$ cat src/rtl/motor_command_pwm_with_timeout_unit_assert.svh
// ----------------------------------------------------------------------------
// motor command pwm assertion macros
// shared assertion forms for the pwm block, clocked on clk, reset rst_n
// ----------------------------------------------------------------------------
`ifndef MOTOR_COMMAND_PWM_WITH_TIMEOUT_UNIT_ASSERT_SVH
`define MOTOR_COMMAND_PWM_WITH_TIMEOUT_UNIT_ASSERT_SVH

// same-cycle implication
`define MCP_ASSERT_NOW(lbl, ante, cons) \
  lbl: assert property (@(posedge clk) disable iff (!rst_n) (ante) |-> (cons)) \
    else $error("mcp assertion failed");

// next-cycle implication
`define MCP_ASSERT_NEXT(lbl, ante, cons) \
  lbl: assert property (@(posedge clk) disable iff (!rst_n) (ante) |=> (cons)) \
    else $error("mcp assertion failed");

`endif

$ cat src/rtl/mcp_pkg.sv
// ----------------------------------------------------------------------------
// mcp_pkg
// types, codes and constants shared by the motor command pwm block
// ----------------------------------------------------------------------------
package mcp_pkg;

  localparam int PWM_PERIOD_DEF = 20;
  localparam int SPEED_FULL     = 15;
  localparam int SPEED_W        = 4;
  localparam int MOVE_W         = 3;
  localparam int TIMEOUT_W      = 16;
  localparam int CHAN_N         = 4;
  localparam logic [TIMEOUT_W-1:0] TIMEOUT_RST = 16'd1000;

  // move codes
  localparam logic [MOVE_W-1:0] MOVE_STOP       = 3'd0;
  localparam logic [MOVE_W-1:0] MOVE_FORWARD    = 3'd1;
  localparam logic [MOVE_W-1:0] MOVE_BACKWARD   = 3'd2;
  localparam logic [MOVE_W-1:0] MOVE_LEFT       = 3'd3;
  localparam logic [MOVE_W-1:0] MOVE_RIGHT      = 3'd4;
  localparam logic [MOVE_W-1:0] MOVE_FAST_RIGHT = 3'd5;
  localparam logic [MOVE_W-1:0] MOVE_FAST_LEFT  = 3'd6;

  // one input word
  typedef struct packed {
    logic               cmd;
    logic [MOVE_W-1:0]  move;
    logic [SPEED_W-1:0] speed;
  } item_t;

  // one result word
  typedef struct packed {
    logic              timed_out;
    logic [CHAN_N-1:0] pins;   // bit 0 is pin_a
  } result_t;

  // channels driven by each move, bit 0 = a ... bit 3 = d
  function automatic logic [CHAN_N-1:0] chan_mask(input logic [MOVE_W-1:0] mv);
    logic [CHAN_N-1:0] m;
    unique case (mv)
      MOVE_FORWARD:    m = 4'b0011;
      MOVE_BACKWARD:   m = 4'b1100;
      MOVE_LEFT:       m = 4'b0010;
      MOVE_RIGHT:      m = 4'b0001;
      MOVE_FAST_RIGHT: m = 4'b1001;
      MOVE_FAST_LEFT:  m = 4'b0110;
      default:         m = 4'b0000;
    endcase
    return m;
  endfunction

endpackage

$ cat src/rtl/mcp_core.sv
// ----------------------------------------------------------------------------
// mcp_core
// held command, phase counter, idle counter and pin update for one word
// ----------------------------------------------------------------------------
module mcp_core #(
  parameter int PWM_PERIOD = mcp_pkg::PWM_PERIOD_DEF
) (
  input  logic                             clk,
  input  logic                             rst_n,
  input  logic                             cfg_wr_en,
  input  logic [mcp_pkg::TIMEOUT_W-1:0]    cfg_wr_data,
  input  logic                             step,
  input  mcp_pkg::item_t                   item,
  output mcp_pkg::result_t                 result,
  output logic [mcp_pkg::SPEED_W-1:0]      held_speed
);

  localparam int PH_W = $clog2(PWM_PERIOD + 1);
  localparam int TBL_N = mcp_pkg::SPEED_FULL + 1;

  logic [mcp_pkg::TIMEOUT_W-1:0] timeout_r;
  logic [mcp_pkg::MOVE_W-1:0]    move_r, move_nxt;
  logic [mcp_pkg::SPEED_W-1:0]   speed_r, speed_nxt;
  logic [mcp_pkg::TIMEOUT_W-1:0] idle_r, idle_nxt;
  logic [PH_W-1:0]               phase_r, phase_nxt;
  logic [mcp_pkg::CHAN_N-1:0]    pins_r, pins_nxt;
  logic [PH_W:0]                 phase_inc;
  logic [mcp_pkg::TIMEOUT_W:0]   idle_inc;
  logic [PH_W-1:0]               duty;
  logic [PH_W-1:0]               duty_tbl [TBL_N];
  logic                          chan_on;
  logic                          to_hit;

  // duty per speed, worked out at elaboration
  for (genvar k = 0; k < TBL_N; k++) begin : g_duty
    localparam int D = (k * PWM_PERIOD) / mcp_pkg::SPEED_FULL;
    assign duty_tbl[k] = PH_W'(D);
  end

  assign duty      = duty_tbl[speed_r];
  assign phase_inc = {1'b0, phase_r} + 1'b1;
  assign idle_inc  = {1'b0, idle_r} + 1'b1;
  assign to_hit    = idle_inc > {1'b0, timeout_r};

  // next state for one accepted word
  always_comb begin
    move_nxt  = move_r;
    speed_nxt = speed_r;
    idle_nxt  = idle_r;
    phase_nxt = phase_r;
    pins_nxt  = pins_r;
    chan_on   = 1'b0;
    result    = '{timed_out: 1'b0, pins: pins_r};
    if (item.cmd) begin
      move_nxt  = item.move;
      speed_nxt = item.speed;
      idle_nxt  = '0;
    end else begin
      // phase wraps at the period
      phase_nxt = (phase_inc >= (PH_W + 1)'(PWM_PERIOD)) ? '0 : phase_inc[PH_W-1:0];
      chan_on   = (phase_nxt <= duty) && (duty != '0);
      pins_nxt  = chan_on ? ~mcp_pkg::chan_mask(move_r) : '1;
      // idle count saturates at the timeout and forces stop
      if (to_hit) begin
        idle_nxt  = timeout_r;
        move_nxt  = mcp_pkg::MOVE_STOP;
        speed_nxt = '0;
      end else begin
        idle_nxt = idle_inc[mcp_pkg::TIMEOUT_W-1:0];
      end
      result = '{timed_out: to_hit, pins: pins_nxt};
    end
  end

  // state registers
  always_ff @(posedge clk) begin
    if (!rst_n) begin
      timeout_r <= mcp_pkg::TIMEOUT_RST;
      move_r    <= mcp_pkg::MOVE_STOP;
      speed_r   <= '0;
      idle_r    <= '0;
      phase_r   <= '0;
      pins_r    <= '1;
    end else begin
      if (cfg_wr_en) begin
        timeout_r <= cfg_wr_data;
      end
      if (step) begin
        move_r  <= move_nxt;
        speed_r <= speed_nxt;
        idle_r  <= idle_nxt;
        phase_r <= phase_nxt;
        pins_r  <= pins_nxt;
      end
    end
  end

  assign held_speed = speed_r;

endmodule

$ cat src/rtl/motor_command_pwm_with_timeout_unit.sv
// ----------------------------------------------------------------------------
// motor_command_pwm_with_timeout_unit
// four-channel pwm motor driver with command timeout, stream in and out
// ----------------------------------------------------------------------------
// Takes one word per clock while out_tready stays high: a tick
// (in_tuser = 0) or a new motion command (in_tuser = 1), and gives exactly
// one result word for each. A word waits in the input register, where the
// held command, phase and idle counters are updated in a single pass, and
// its result lands in the output register. Pins are active-low. timeout_ticks
// resets to 1000 and is written through cfg_wr_en/cfg_wr_data; the user must
// write it only while the block is idle, the block does not enforce this.
module motor_command_pwm_with_timeout_unit #(
  parameter int PWM_PERIOD = mcp_pkg::PWM_PERIOD_DEF
) (
  input  logic        clk,
  input  logic        rst_n,
  input  logic        cfg_wr_en,
  input  logic [15:0] cfg_wr_data,
  input  logic        in_tvalid,
  output logic        in_tready,
  input  logic [7:0]  in_tdata,   // move[2:0], speed[6:3], zero[7]
  input  logic        in_tuser,   // cmd[0]
  output logic        out_tvalid,
  input  logic        out_tready,
  output logic [7:0]  out_tdata   // pin_a[0], pin_b[1], pin_c[2], pin_d[3],
                                  // timed_out[4], zero[7:5]
);

  logic               in_vld_r;
  mcp_pkg::item_t     item_r;
  logic               out_vld_r;
  mcp_pkg::result_t   res_r;
  mcp_pkg::result_t   res_now;
  logic               adv;
  logic [mcp_pkg::SPEED_W-1:0] held_speed;

  // input word moves on when the result register is free
  assign adv       = in_vld_r && (!out_vld_r || out_tready);
  assign in_tready = !in_vld_r || adv;

  // input register
  always_ff @(posedge clk) begin
    if (!rst_n) begin
      in_vld_r <= 1'b0;
    end else if (in_tready) begin
      in_vld_r <= in_tvalid;
    end
  end

  always_ff @(posedge clk) begin
    if (in_tready && in_tvalid) begin
      item_r <= '{cmd: in_tuser, move: in_tdata[2:0], speed: in_tdata[6:3]};
    end
  end

  mcp_core #(
    .PWM_PERIOD (PWM_PERIOD)
  ) u_core (
    .clk         (clk),
    .rst_n       (rst_n),
    .cfg_wr_en   (cfg_wr_en),
    .cfg_wr_data (cfg_wr_data),
    .step        (adv),
    .item        (item_r),
    .result      (res_now),
    .held_speed  (held_speed)
  );

  // result register
  always_ff @(posedge clk) begin
    if (!rst_n) begin
      out_vld_r <= 1'b0;
    end else if (adv) begin
      out_vld_r <= 1'b1;
    end else if (out_tready) begin
      out_vld_r <= 1'b0;
    end
  end

  always_ff @(posedge clk) begin
    if (adv) begin
      res_r <= res_now;
    end
  end

  assign out_tvalid = out_vld_r;
  assign out_tdata  = {3'b000, res_r.timed_out, res_r.pins};

  // checks
`include "motor_command_pwm_with_timeout_unit_assert.svh"

  `MCP_ASSERT_NEXT(a_cmd_no_timeout, adv && item_r.cmd, out_tvalid && !out_tdata[4])
  `MCP_ASSERT_NEXT(a_zero_speed_off, adv && !item_r.cmd && held_speed == '0,
                   out_tdata[3:0] == 4'b1111)
  `MCP_ASSERT_NOW(a_ready_when_empty, !in_tready, in_vld_r && out_vld_r)

endmodule

$ cat config.mk
export PLATFORM = sky130hd
export DESIGN_NAME = motor_command_pwm_with_timeout_unit
export DESIGN_NICKNAME = d
export VERILOG_FILES = /design/src/rtl/mcp_pkg.sv /design/src/rtl/mcp_core.sv /design/src/rtl/motor_command_pwm_with_timeout_unit.sv
export VERILOG_INCLUDE_DIRS = /design/src /design/src/rtl
export SDC_FILE = /design/constraint.sdc
export NUM_CORES = 1
export LEC_CHECK = 0
export BUFFER_PORTS_ARGS = -buffer_cell sky130_fd_sc_hd__buf_4
export CAP_MARGIN = 20
export CORE_UTILIZATION = 59
export CTS_CLUSTER_DIAMETER = 60
export CTS_CLUSTER_SIZE = 20
export DETAILED_ROUTE_END_ITERATION = 7
export PLACE_DENSITY = 0.81
export SYNTH_ARGS = -nofsm -noshare
export SYNTH_HDL_FRONTEND = slang
export SYNTH_SLANG_ARGS = --single-unit
$ cat constraint.sdc
create_clock -name clk -period 3.74 [get_ports clk]
set_clock_uncertainty 0.2 [all_clocks]
set_input_delay 0.748 -clock clk [delete_from_list [all_inputs] [get_ports clk]]
set_output_delay 0.748 -clock clk [all_outputs]
set_load 0.1 [all_outputs]
==> key figures, run 1 <==
Detailed routing
  – Vias per inst: 5.737
  – DRT antenna net count: 0
  – Iter 0 DRT Violations: 212
  – WL/cell: 15.01 um
  – Uppermost layer routed: met4
  – DRT met1 WL: 3532 um
  – DR DRC count: 0
  – WL final: 7880 um
  – Met2 WL: 3802 um
  – DRT Pass-1 Iters: 4
  – Routed wl met3: 348 um
  – Detailed-route via count: 3012

Synth
  – Commonest cells in the netlist: 56 x nand2_1, 50 x dfxtp_1, 28 x ha_1
  – Number of synthesis warnings: 0
  – Most frequent cell after synthesis: nand2_1
  – Mux share of post-synthesis cell area: 7.021%
  – Xor and xnor area share after synthesis: 3.893%
  – Post-synthesis instance total: 410
  – Post-Syn Area: 0.003600 mm^2
  – Area contributors post-synth: dfxtp_1 28%, edfxtp_1 11%, ha_1 9.7%
  – FFs w/ async S/R, synth: 0%
  – Avg Cell Area, Syn: 8.780 um^2
  – Synth Area in Simple Gates: 19.19%
  – Post-synth top area share: 27.81%
  – Area leader, netlist: dfxtp_1
  – Compound-Gate Fraction of Synth Area: 15.99%
  – Post-synth EDFFs: 13
  – Largest family of logic cells by synthesized area: simple AND/OR/NAND/NOR gates
  – Post-synth cell types: 48
  – Register area share after synthesis: 38.65%
  – Adder-cell share of the synthesized area: 9.732%
  – Main synth FF type: dfxtp_1
  – Seq cells post-synth: 63

Placed design
  – RePlAce Congestion: 0.8910
  – Cell Area, Placed: 0.003911 mm^2
  – Dpl hpwl: 5596 um
  – Pre-CTS WS: 0.09698 ns
  – Placed cells: 507
  – I/O Buffers: 35

CTS
  – CTS tree: built
  – Clk Latency, worst-skew pair: 0.36 ns
  – Clock root cell: clkbuf_8
  – Sink Count: 63
  – CTS Buffer Depth: 2
  – # hold bufs at CTS: 0
  – Clock transition at path regs: 0.08 ns
  – H-Tree Depth: 3
  – Number of buffers created by CTS: 9

Timing
  – Relative slew slack: 36.25%
  – Max-slew violations: 0
  – Final hold violations: 0
  – Worst-margin pin slew: 0.9528 ns
  – Final Setup Violations: 0
  – Sum of negative setup slack: 0 ns
  – Period minus WS final: 3.566 ns
  – Tcrit/Tclk final: 95.34%
  – Setup WS post-layout: 0.1742 ns
  – F_max: 280.4 MHz
  – Hold Worst Slack: 0.2501 ns

Floorplan
  – Die X: 80.11 um
  – Starting Density: 61.16%
  – Core area: 0.005886 mm^2
  – Die ar.: 0.006418 mm^2
  – Row count: 28
  – Top Ports: 40
  – Die height: 80.11 um

Setup path
  – Arrival @ worst endpoint: 3.59 ns
  – Crit path capture type: flip-flop
  – Reg2reg path depth: 14
  – Critical path startpoint category: flip-flop
  – Crit Path Class: flip-flop to flip-flop
  – Worst Path Max Fanout: 10
  – Worst EP required: 3.77 ns

Global route
  – Initial antenna violation count: 0
  – Largest net degree at the start of global routing: 45
  – Global-route wire length before repair: 12930 um
  – Total global-route track usage: 26.71%
  – Vias in the first global route: 2818
  – Overflow after GRT: 0

Power and ir drop
  – Internal power: 1.059 mW
  – Lkg Pwr: 1.728 nW
  – Combinational share of power: 15.1%
  – Tot Pwr: 1.514 mW
  – Clk pwr share: 35.8%
  – Worst VDD drop: 0.3028 mV
  – Switching share of power: 30.05%
  – Reg power frac: 49.2%
  – Power density over cell area: 366.4 mW/mm^2
  – Sw Pwr: 0.4549 mW

Status
  – Status: finished clean

Flow run
  – Maxcap violations: 0

Finish
  – Final instance area: 0.004131 mm^2
  – Fin util: 70.20%
  – ANT cells: 0
  – Layout cell share with drive strength beyond 1: 15.56%
  – Syn-to-layout area delta: 14.77%
  – Layout Cells excl Fill: 525
  – Final Net Count: 503

Min path
  – Worst hold path depth: 2
  – Hold crit path type: flip-flop to flip-flop
sequential cells by signal, indices dropped and copies added, names as in the netlist:
| name | count |
|---|---|
| u_core.idle_r | 16 |
| u_core.timeout_r | 16 |
| item_r | 8 |
| out_tdata | 5 |
| u_core.phase_r | 5 |
| u_core.held_speed | 4 |
| u_core.pins_r | 4 |
| u_core.move_r | 3 |
| in_vld_r | 1 |
| out_tvalid | 1 |
cell type report:
class	instances	area, um^2
fill	499	1754
inverter	26	97.59
clock buffer	9	123.9
clock inverter	7	56.30
multi-input combinational	302	2041
tap	75	93.84
timing repair buffer	43	326.6
sequential	63	1393
cells by family (layout without fill, tap and decap cells):
| kind of cell | after synthesis | count (layout) |
|---|---|---|
| AOI/OAI and AO/OA | 90 | 90 |
| xor gates and xnor gates | 16 | 16 |
| muxes | 25 | 25 |
| buffers and inverters | 47 | 85 |
| other | 1 | 3 |
| adders and majority gates | 28 | 28 |
| DFF | 63 | 63 |
| and+or+nand+nor | 140 | 140 |
critical path, stage by stage (launching register included):
cell and delay [ns]:
dfxtp_1 0.40, and4_4 0.28, nand4_4 0.15, nor2_4 0.16, nand4_1 0.20, xnor2_2 0.20, ha_1 0.31, a21oi_1 0.17
o21ai_1 0.14, a2111oi_2 0.37, nand3_1 0.20, a21boi_4 0.19, buf_4 0.20, mux2i_1 0.20, o21ai_1 0.07
final timing paths:
path | from | end | slack, ns
max | u_core.idle_r[3] | u_core.idle_r[1] | 0.17
min | u_core.idle_r[15] | u_core.idle_r[15] | 0.25
max reg2reg | u_core.idle_r[3] | u_core.idle_r[1] | 0.17
min reg2reg | u_core.idle_r[15] | u_core.idle_r[15] | 0.25
metal layers:
metal,vias up,track usage [%]
li1,1513,-
met5,-,0
met2,76,43.25
met1,1406,33.95
met3,17,5.000
met4,0,13.39
cell usage in the layout, fill, tap and decap left out, drive strengths merged, types with 5 or more instances in the layout:
cell type,n
dfxtp,50
o22ai,5
mux2i,23
a31oi,9
nor2b,15
and2,5
nand4,6
nor2,22
o211ai,6
ha,28
buf,43
edfxtp,13
clkbuf,9
nand3,14
inv,28
or3,7
xnor2,12
a21oi,15
nand2,56
o21ai,33
power groups by stage:
stage               Clock (mW)  Sequential (mW)  Combinational [mW]
floorplan                    0            0.759               0.160
global placement             0            0.757               0.216
detailed placement           0            0.759               0.223
CTS                      0.551            0.744               0.225
global route             0.582            0.748               0.249
finish                   0.541            0.745               0.228
what timing repair did:
action | CTS | global route
gates resized for setup | 0 | 6
endpoints found under the setup margin | 0 | 24
buffers inserted | 0 | 2
(Power assumes the default switching activity.)
==> inputs of run 2 (changes only) <==
--- a/config.mk
+++ b/config.mk
@@ -12,7 +12,7 @@
 export CTS_CLUSTER_DIAMETER = 60
 export CTS_CLUSTER_SIZE = 20
 export DETAILED_ROUTE_END_ITERATION = 7
-export PLACE_DENSITY = 0.81
+export PLACE_DENSITY = 0.86
 export SYNTH_ARGS = -nofsm -noshare
 export SYNTH_HDL_FRONTEND = slang
 export SYNTH_SLANG_ARGS = --single-unit
==> constraint.sdc (replaced) <==
create_clock -name clk -period 3.74 [get_ports clk]
set_clock_uncertainty 0.2 [all_clocks]
set_input_delay 0.374 -clock clk [delete_from_list [all_inputs] [get_ports clk]]
set_output_delay 0.374 -clock clk [all_outputs]
set_load 0.1 [all_outputs]
==> key figures, run 2 (synthesis gave the netlist of run 1 again) <==
Timing
  – Relative slew slack: 65.55%
  – F_max: 288.5 MHz
  – Tcrit/Tclk final: 92.69%
  – Hold Worst Slack: 0.009809 ns
  – Max-slew violations: 0
  – Final Setup Violations: 0
  – Setup WS post-layout: 0.2735 ns
  – Period minus WS final: 3.466 ns
  – Final hold violations: 0
  – RSZ-0062 raised after global routing: false
  – Worst-margin pin slew: 0.5162 ns
  – Sum of negative setup slack: 0 ns

Placed design
  – I/O Buffers: 35
  – Placed cells: 505
  – Pre-CTS WS: 0.09645 ns
  – Dpl hpwl: 5377 um
  – RePlAce Congestion: 0.8616
  – Cell Area, Placed: 0.003896 mm^2

Power and ir drop
  – Sw Pwr: 0.4558 mW
  – Combinational share of power: 14.7%
  – Lkg Pwr: 1.748 nW
  – Reg power frac: 47.0%
  – Internal power: 1.132 mW
  – Power density over cell area: 377.0 mW/mm^2
  – Clk pwr share: 38.4%
  – Worst VDD drop: 0.3256 mV
  – Switching share of power: 28.70%
  – Tot Pwr: 1.588 mW

CTS
  – CTS Buffer Depth: 2
  – Number of buffers created by CTS: 9
  – Clock root cell: clkbuf_8
  – H-Tree Depth: 3
  – Clock transition at path regs: 0.08 ns
  – CTS tree: built
  – Sink Count: 63
  – Clk Latency, worst-skew pair: 0.35 ns

Floorplan
  – Row count: 28
  – Die X: 80.11 um
  – Top Ports: 40
  – Starting Density: 61.16%
  – Die ar.: 0.006418 mm^2
  – Die height: 80.11 um
  – Core area: 0.005886 mm^2

Finish
  – ANT cells: 0
  – Largest registers: u_core.idle_r: 16 flops, u_core.timeout_r: 16 flops, item_r: 8 flops
  – Commonest non-fill, non-tap cell in the layout: nand2_1
  – Fin util: 71.56%
  – Layout cell share with drive strength beyond 1: 15.42%
  – Final instance area: 0.004212 mm^2
  – Most frequent cells in the layout: 56 x nand2_1, 46 x dfxtp_1, 40 x buf_4, 27 x ha_1, 26 x inv_1
  – Final Net Count: 507
  – Syn-to-layout area delta: 17.00%
  – Layout Cells excl Fill: 529

Setup path
  – Worst Path Max Fanout: 12
  – Arrival @ worst endpoint: 3.50 ns
  – Worst EP required: 3.77 ns
  – Crit path capture type: flip-flop
  – R2R Setup Slk: 0.27 ns
  – Crit Path Class: flip-flop to flip-flop
  – Critical path startpoint category: flip-flop

Detailed routing
  – Vias per inst: 5.858
  – Detailed-route via count: 3099
  – DRT Pass-1 Iters: 6
  – WL/cell: 14.84 um
  – WL final: 7851 um
  – Iter 0 DRT Violations: 284
  – DR DRC count: 0
  – DRT antenna net count: 0

Global route
  – Largest net degree at the start of global routing: 45
  – Initial antenna violation count: 0
  – Overflow after GRT: 0
  – Global-route wire length before repair: 12620 um
  – Vias in the first global route: 2759
  – Total global-route track usage: 25.53%

Status
  – Status: finished clean

Min path
  – Hold crit path type: primary input to flip-flop

Flow run
  – Maxcap violations: 0
## run 2: cell type report
class / instances / area (um^2)
clock buffers: 9 / 123.9
fillers: 431 / 1674
clock inverters: 7 / 81.33
multi-input cells: 302 / 2048
inverters: 26 / 97.59
flip-flops and latches: 63 / 1396
well taps: 75 / 93.84
repair buffers: 47 / 370.4
## run 2: what timing repair did
action	in CTS	in global routing
resized for setup	0	9
hold buffers	7	0
setup buffers	0	1
hold endpoints to repair	7	0
endpoints found under the setup margin	0	24
## run 2: final timing paths
| path | start | to | cells after the start |
|---|---|---|---|
| min reg2reg | u_core.idle_r[15] | u_core.idle_r[15] | 2 |
| max reg2reg | u_core.idle_r[4] | u_core.move_r[0] | 13 |
| min | in_tdata[2] | item_r[6] | 1 |
| max | u_core.idle_r[4] | u_core.move_r[0] | 13 |
## run 2: power groups by stage
stage          logic, mW  registers, mW  clock network, mW
2_1_floorplan      0.160          0.759                  0
3_3_place_gp       0.212          0.758                  0
3_5_place_dp       0.219          0.760                  0
4_1_cts            0.229          0.745              0.610
5_1_grt            0.254          0.749              0.636
6_report           0.233          0.746              0.609
## run 2: worst max-delay path, stage by stage (launching register included)
cell and delay (ns):
dfxtp_1 0.40, and4_4 0.28, nand4_1 0.24, nor3_1 0.30, xor2_1 0.12, ha_1 0.35
and4_1 0.22, nand2_1 0.07, o32a_1 0.35, nand3_1 0.14, a21boi_4 0.07, buf_4 0.19
a21oi_2 0.29, o21ai_1 0.13
## run 2: layer usage
metal / global-route usage, % / vias to the layer above / part of all wire [%]
li1: - / 1515 / -
met1: 32.93 / 1448 / 44
met2: 42.39 / 117 / 48
met3: 3.636 / 19 / 5.2
met4: 11.25 / 0 / 2.1
met5: 0 / - / 0
==> inputs of run 3 (changes only) <==
==> constraint.sdc (replaced) <==
create_clock -name clk -period 3.74 [get_ports clk]
set_clock_uncertainty 0.2 [all_clocks]
set_input_delay 0.748 -clock clk [delete_from_list [all_inputs] [get_ports clk]]
set_output_delay 0.748 -clock clk [all_outputs]
set_load 0.1 [all_outputs]
==> key figures, run 3 (synthesis gave the netlist of run 1 again) <==
Finish
  – # fillers: 441
  – ANT cells: 0
  – Most frequent cells in the layout: 56 x nand2_1, 46 x dfxtp_1, 40 x buf_4, 28 x ha_1, 26 x inv_1
  – Fin util: 70.77%
  – Commonest non-fill, non-tap cell in the layout: nand2_1
  – Layout Cells excl Fill: 523
  – Largest registers: u_core.idle_r: 16 flops, u_core.timeout_r: 16 flops, item_r: 8 flops
  – Syn-to-layout area delta: 15.71%
  – Final Net Count: 501
  – Layout cell share with drive strength beyond 1: 15.85%
  – Register area: 0.001396 mm^2
  – Multi-input gate area: 0.002036 mm^2

Timing
  – Tcrit/Tclk final: 97.57%
  – Max-slew violations: 0
  – Worst-margin pin slew: 0.9513 ns
  – Relative slew slack: 36.34%
  – Period minus WS final: 3.649 ns
  – F_max: 274.0 MHz
  – Final hold violations: 0
  – Hold Worst Slack: 0.2487 ns
  – Final Setup Violations: 0
  – Sum of negative setup slack: 0 ns

Setup path
  – Arrival @ worst endpoint: 3.67 ns
  – R2R Setup Slk: 0.09 ns
  – Cells along the critical path: and4_4 > nand4_4 > nor2_2 > nand3_1 > xnor2_1 > ha_1 > a31oi_1 > o21ai_1 > a2111oi_2 > nand3_1 > a21boi_4 > buf_12 > mux2i_1 > o21ai_1
  – Buf+Inv Stages, Crit Path: 1
  – Slowest cell on crit path: dfxtp_1
  – Delay-heaviest family, CP: compound AO/OA/AOI/OAI gates
  – Reg2reg path depth: 14
  – Worst r2r src: u_core.idle_r[4]
  – Crit path largest cell delay: 0.41 ns
  – CP Launch Point: u_core.idle_r[4]
  – Stages on the worst setup path: 14
  – End point of the critical path: u_core.idle_r[7]
  – Crit Path Class: flip-flop to flip-flop
  – Crit path capture type: flip-flop
  – Worst Path Max Fanout: 19
  – R2r endpoint: u_core.idle_r[7]
  – Critical path startpoint category: flip-flop
  – Worst EP required: 3.76 ns

Global route
  – Total global-route track usage: 25.60%
  – Initial antenna violation count: 0
  – Overflow after GRT: 0
  – Largest net degree at the start of global routing: 45
  – Global-route wire length before repair: 12570 um
  – Vias in the first global route: 2780

CTS
  – CTS Buffer Depth: 2
  – CTS tree: built
  – Sink Count: 63
  – Number of buffers created by CTS: 9
  – Clk Latency, worst-skew pair: 0.34 ns
  – Clock transition at path regs: 0.07 ns
  – H-Tree Depth: 3
  – Clock root cell: clkbuf_8

Min path
  – Hold crit path type: flip-flop to flip-flop

Floorplan
  – Row count: 28
  – Die height: 80.11 um
  – Die ar.: 0.006418 mm^2
  – Die X: 80.11 um
  – Starting Density: 61.16%
  – Core area: 0.005886 mm^2
  – Top Ports: 40

Power and ir drop
  – Power density over cell area: 389.3 mW/mm^2
  – Worst VDD drop: 0.2784 mV
  – Tot Pwr: 1.621 mW
  – Lkg Pwr: 1.737 nW

Detailed routing
  – DRT antenna net count: 0
  – Iter 0 DRT Violations: 256
  – Vias per inst: 5.845
  – WL/cell: 14.80 um
  – DRT Pass-1 Iters: 5
  – DR DRC count: 0
  – WL final: 7738 um
  – Detailed-route via count: 3057

Placed design
  – Dpl hpwl: 5350 um
  – I/O Buffers: 35
  – Placed cells: 504
  – RePlAce Congestion: 0.8441

Status
  – Status: finished clean

Flow run
  – Maxcap violations: 0
## run 3: worst min-delay path, delay by kind of cell, from the launching register on
kind               cells  cell delay, ns
DFF                    1            0.31
and+or+nand+nor        1            0.05
AOI/OAI and AO/OA      1            0.05
## run 3: metrics by stage
step | worst slack [ns] | instance area (um^2)
2_1_floorplan | 0.4934 | 3607
3_3_place_gp | 0.2804 | 3901
3_5_place_dp | 0.1036 | 3901
4_1_cts | 0.006864 | 4123
5_1_grt | -0.05074 | 4165
6_report | 0.09075 | 4165
## run 3: area by class of cell
cell class,instances,share of cell area [%]
multi-input cells,302,48.87
inverters,26,2.343
repair buffers,41,7.690
clock inverters,7,2.343
flip-flops and latches,63,33.52
clock buffers,9,2.974
well taps,75,2.253
## run 3: power breakdown
group          switching [mW]  internal, mW
Combinational           0.133        0.0918
Clock                   0.275         0.376
Sequential             0.0256         0.721
## run 3: how the worst min path moves through the flow
stage | from | end | slack (ns) | cells after the start
after CTS | u_core.idle_r[15] | u_core.idle_r[15] | 0.25 | 2
after global placement | item_r[1] | u_core.held_speed[1] | 0.23 | 2
after floorplan | item_r[0] | u_core.held_speed[0] | 0.22 | 2
after global routing | u_core.idle_r[15] | u_core.idle_r[15] | 0.28 | 2
after detailed placement | item_r[4] | u_core.move_r[0] | 0.23 | 2
final | u_core.idle_r[15] | u_core.idle_r[15] | 0.25 | 2
## run 3: metal layers
layer  share of wire (%)  wire [um]  track usage [%]
met5                   0          0                0
met1                  43       3335            31.67
met3                 6.7        515            4.773
met2                  48       3733            42.31
met4                 2.0        155            13.21
## run 3: what timing repair did
action                                  in CTS  in global routing
endpoints found under the setup margin       0                 24
resized for setup                            0                  7
hold buffers                                 0                  0
setup buffers                                0                  3
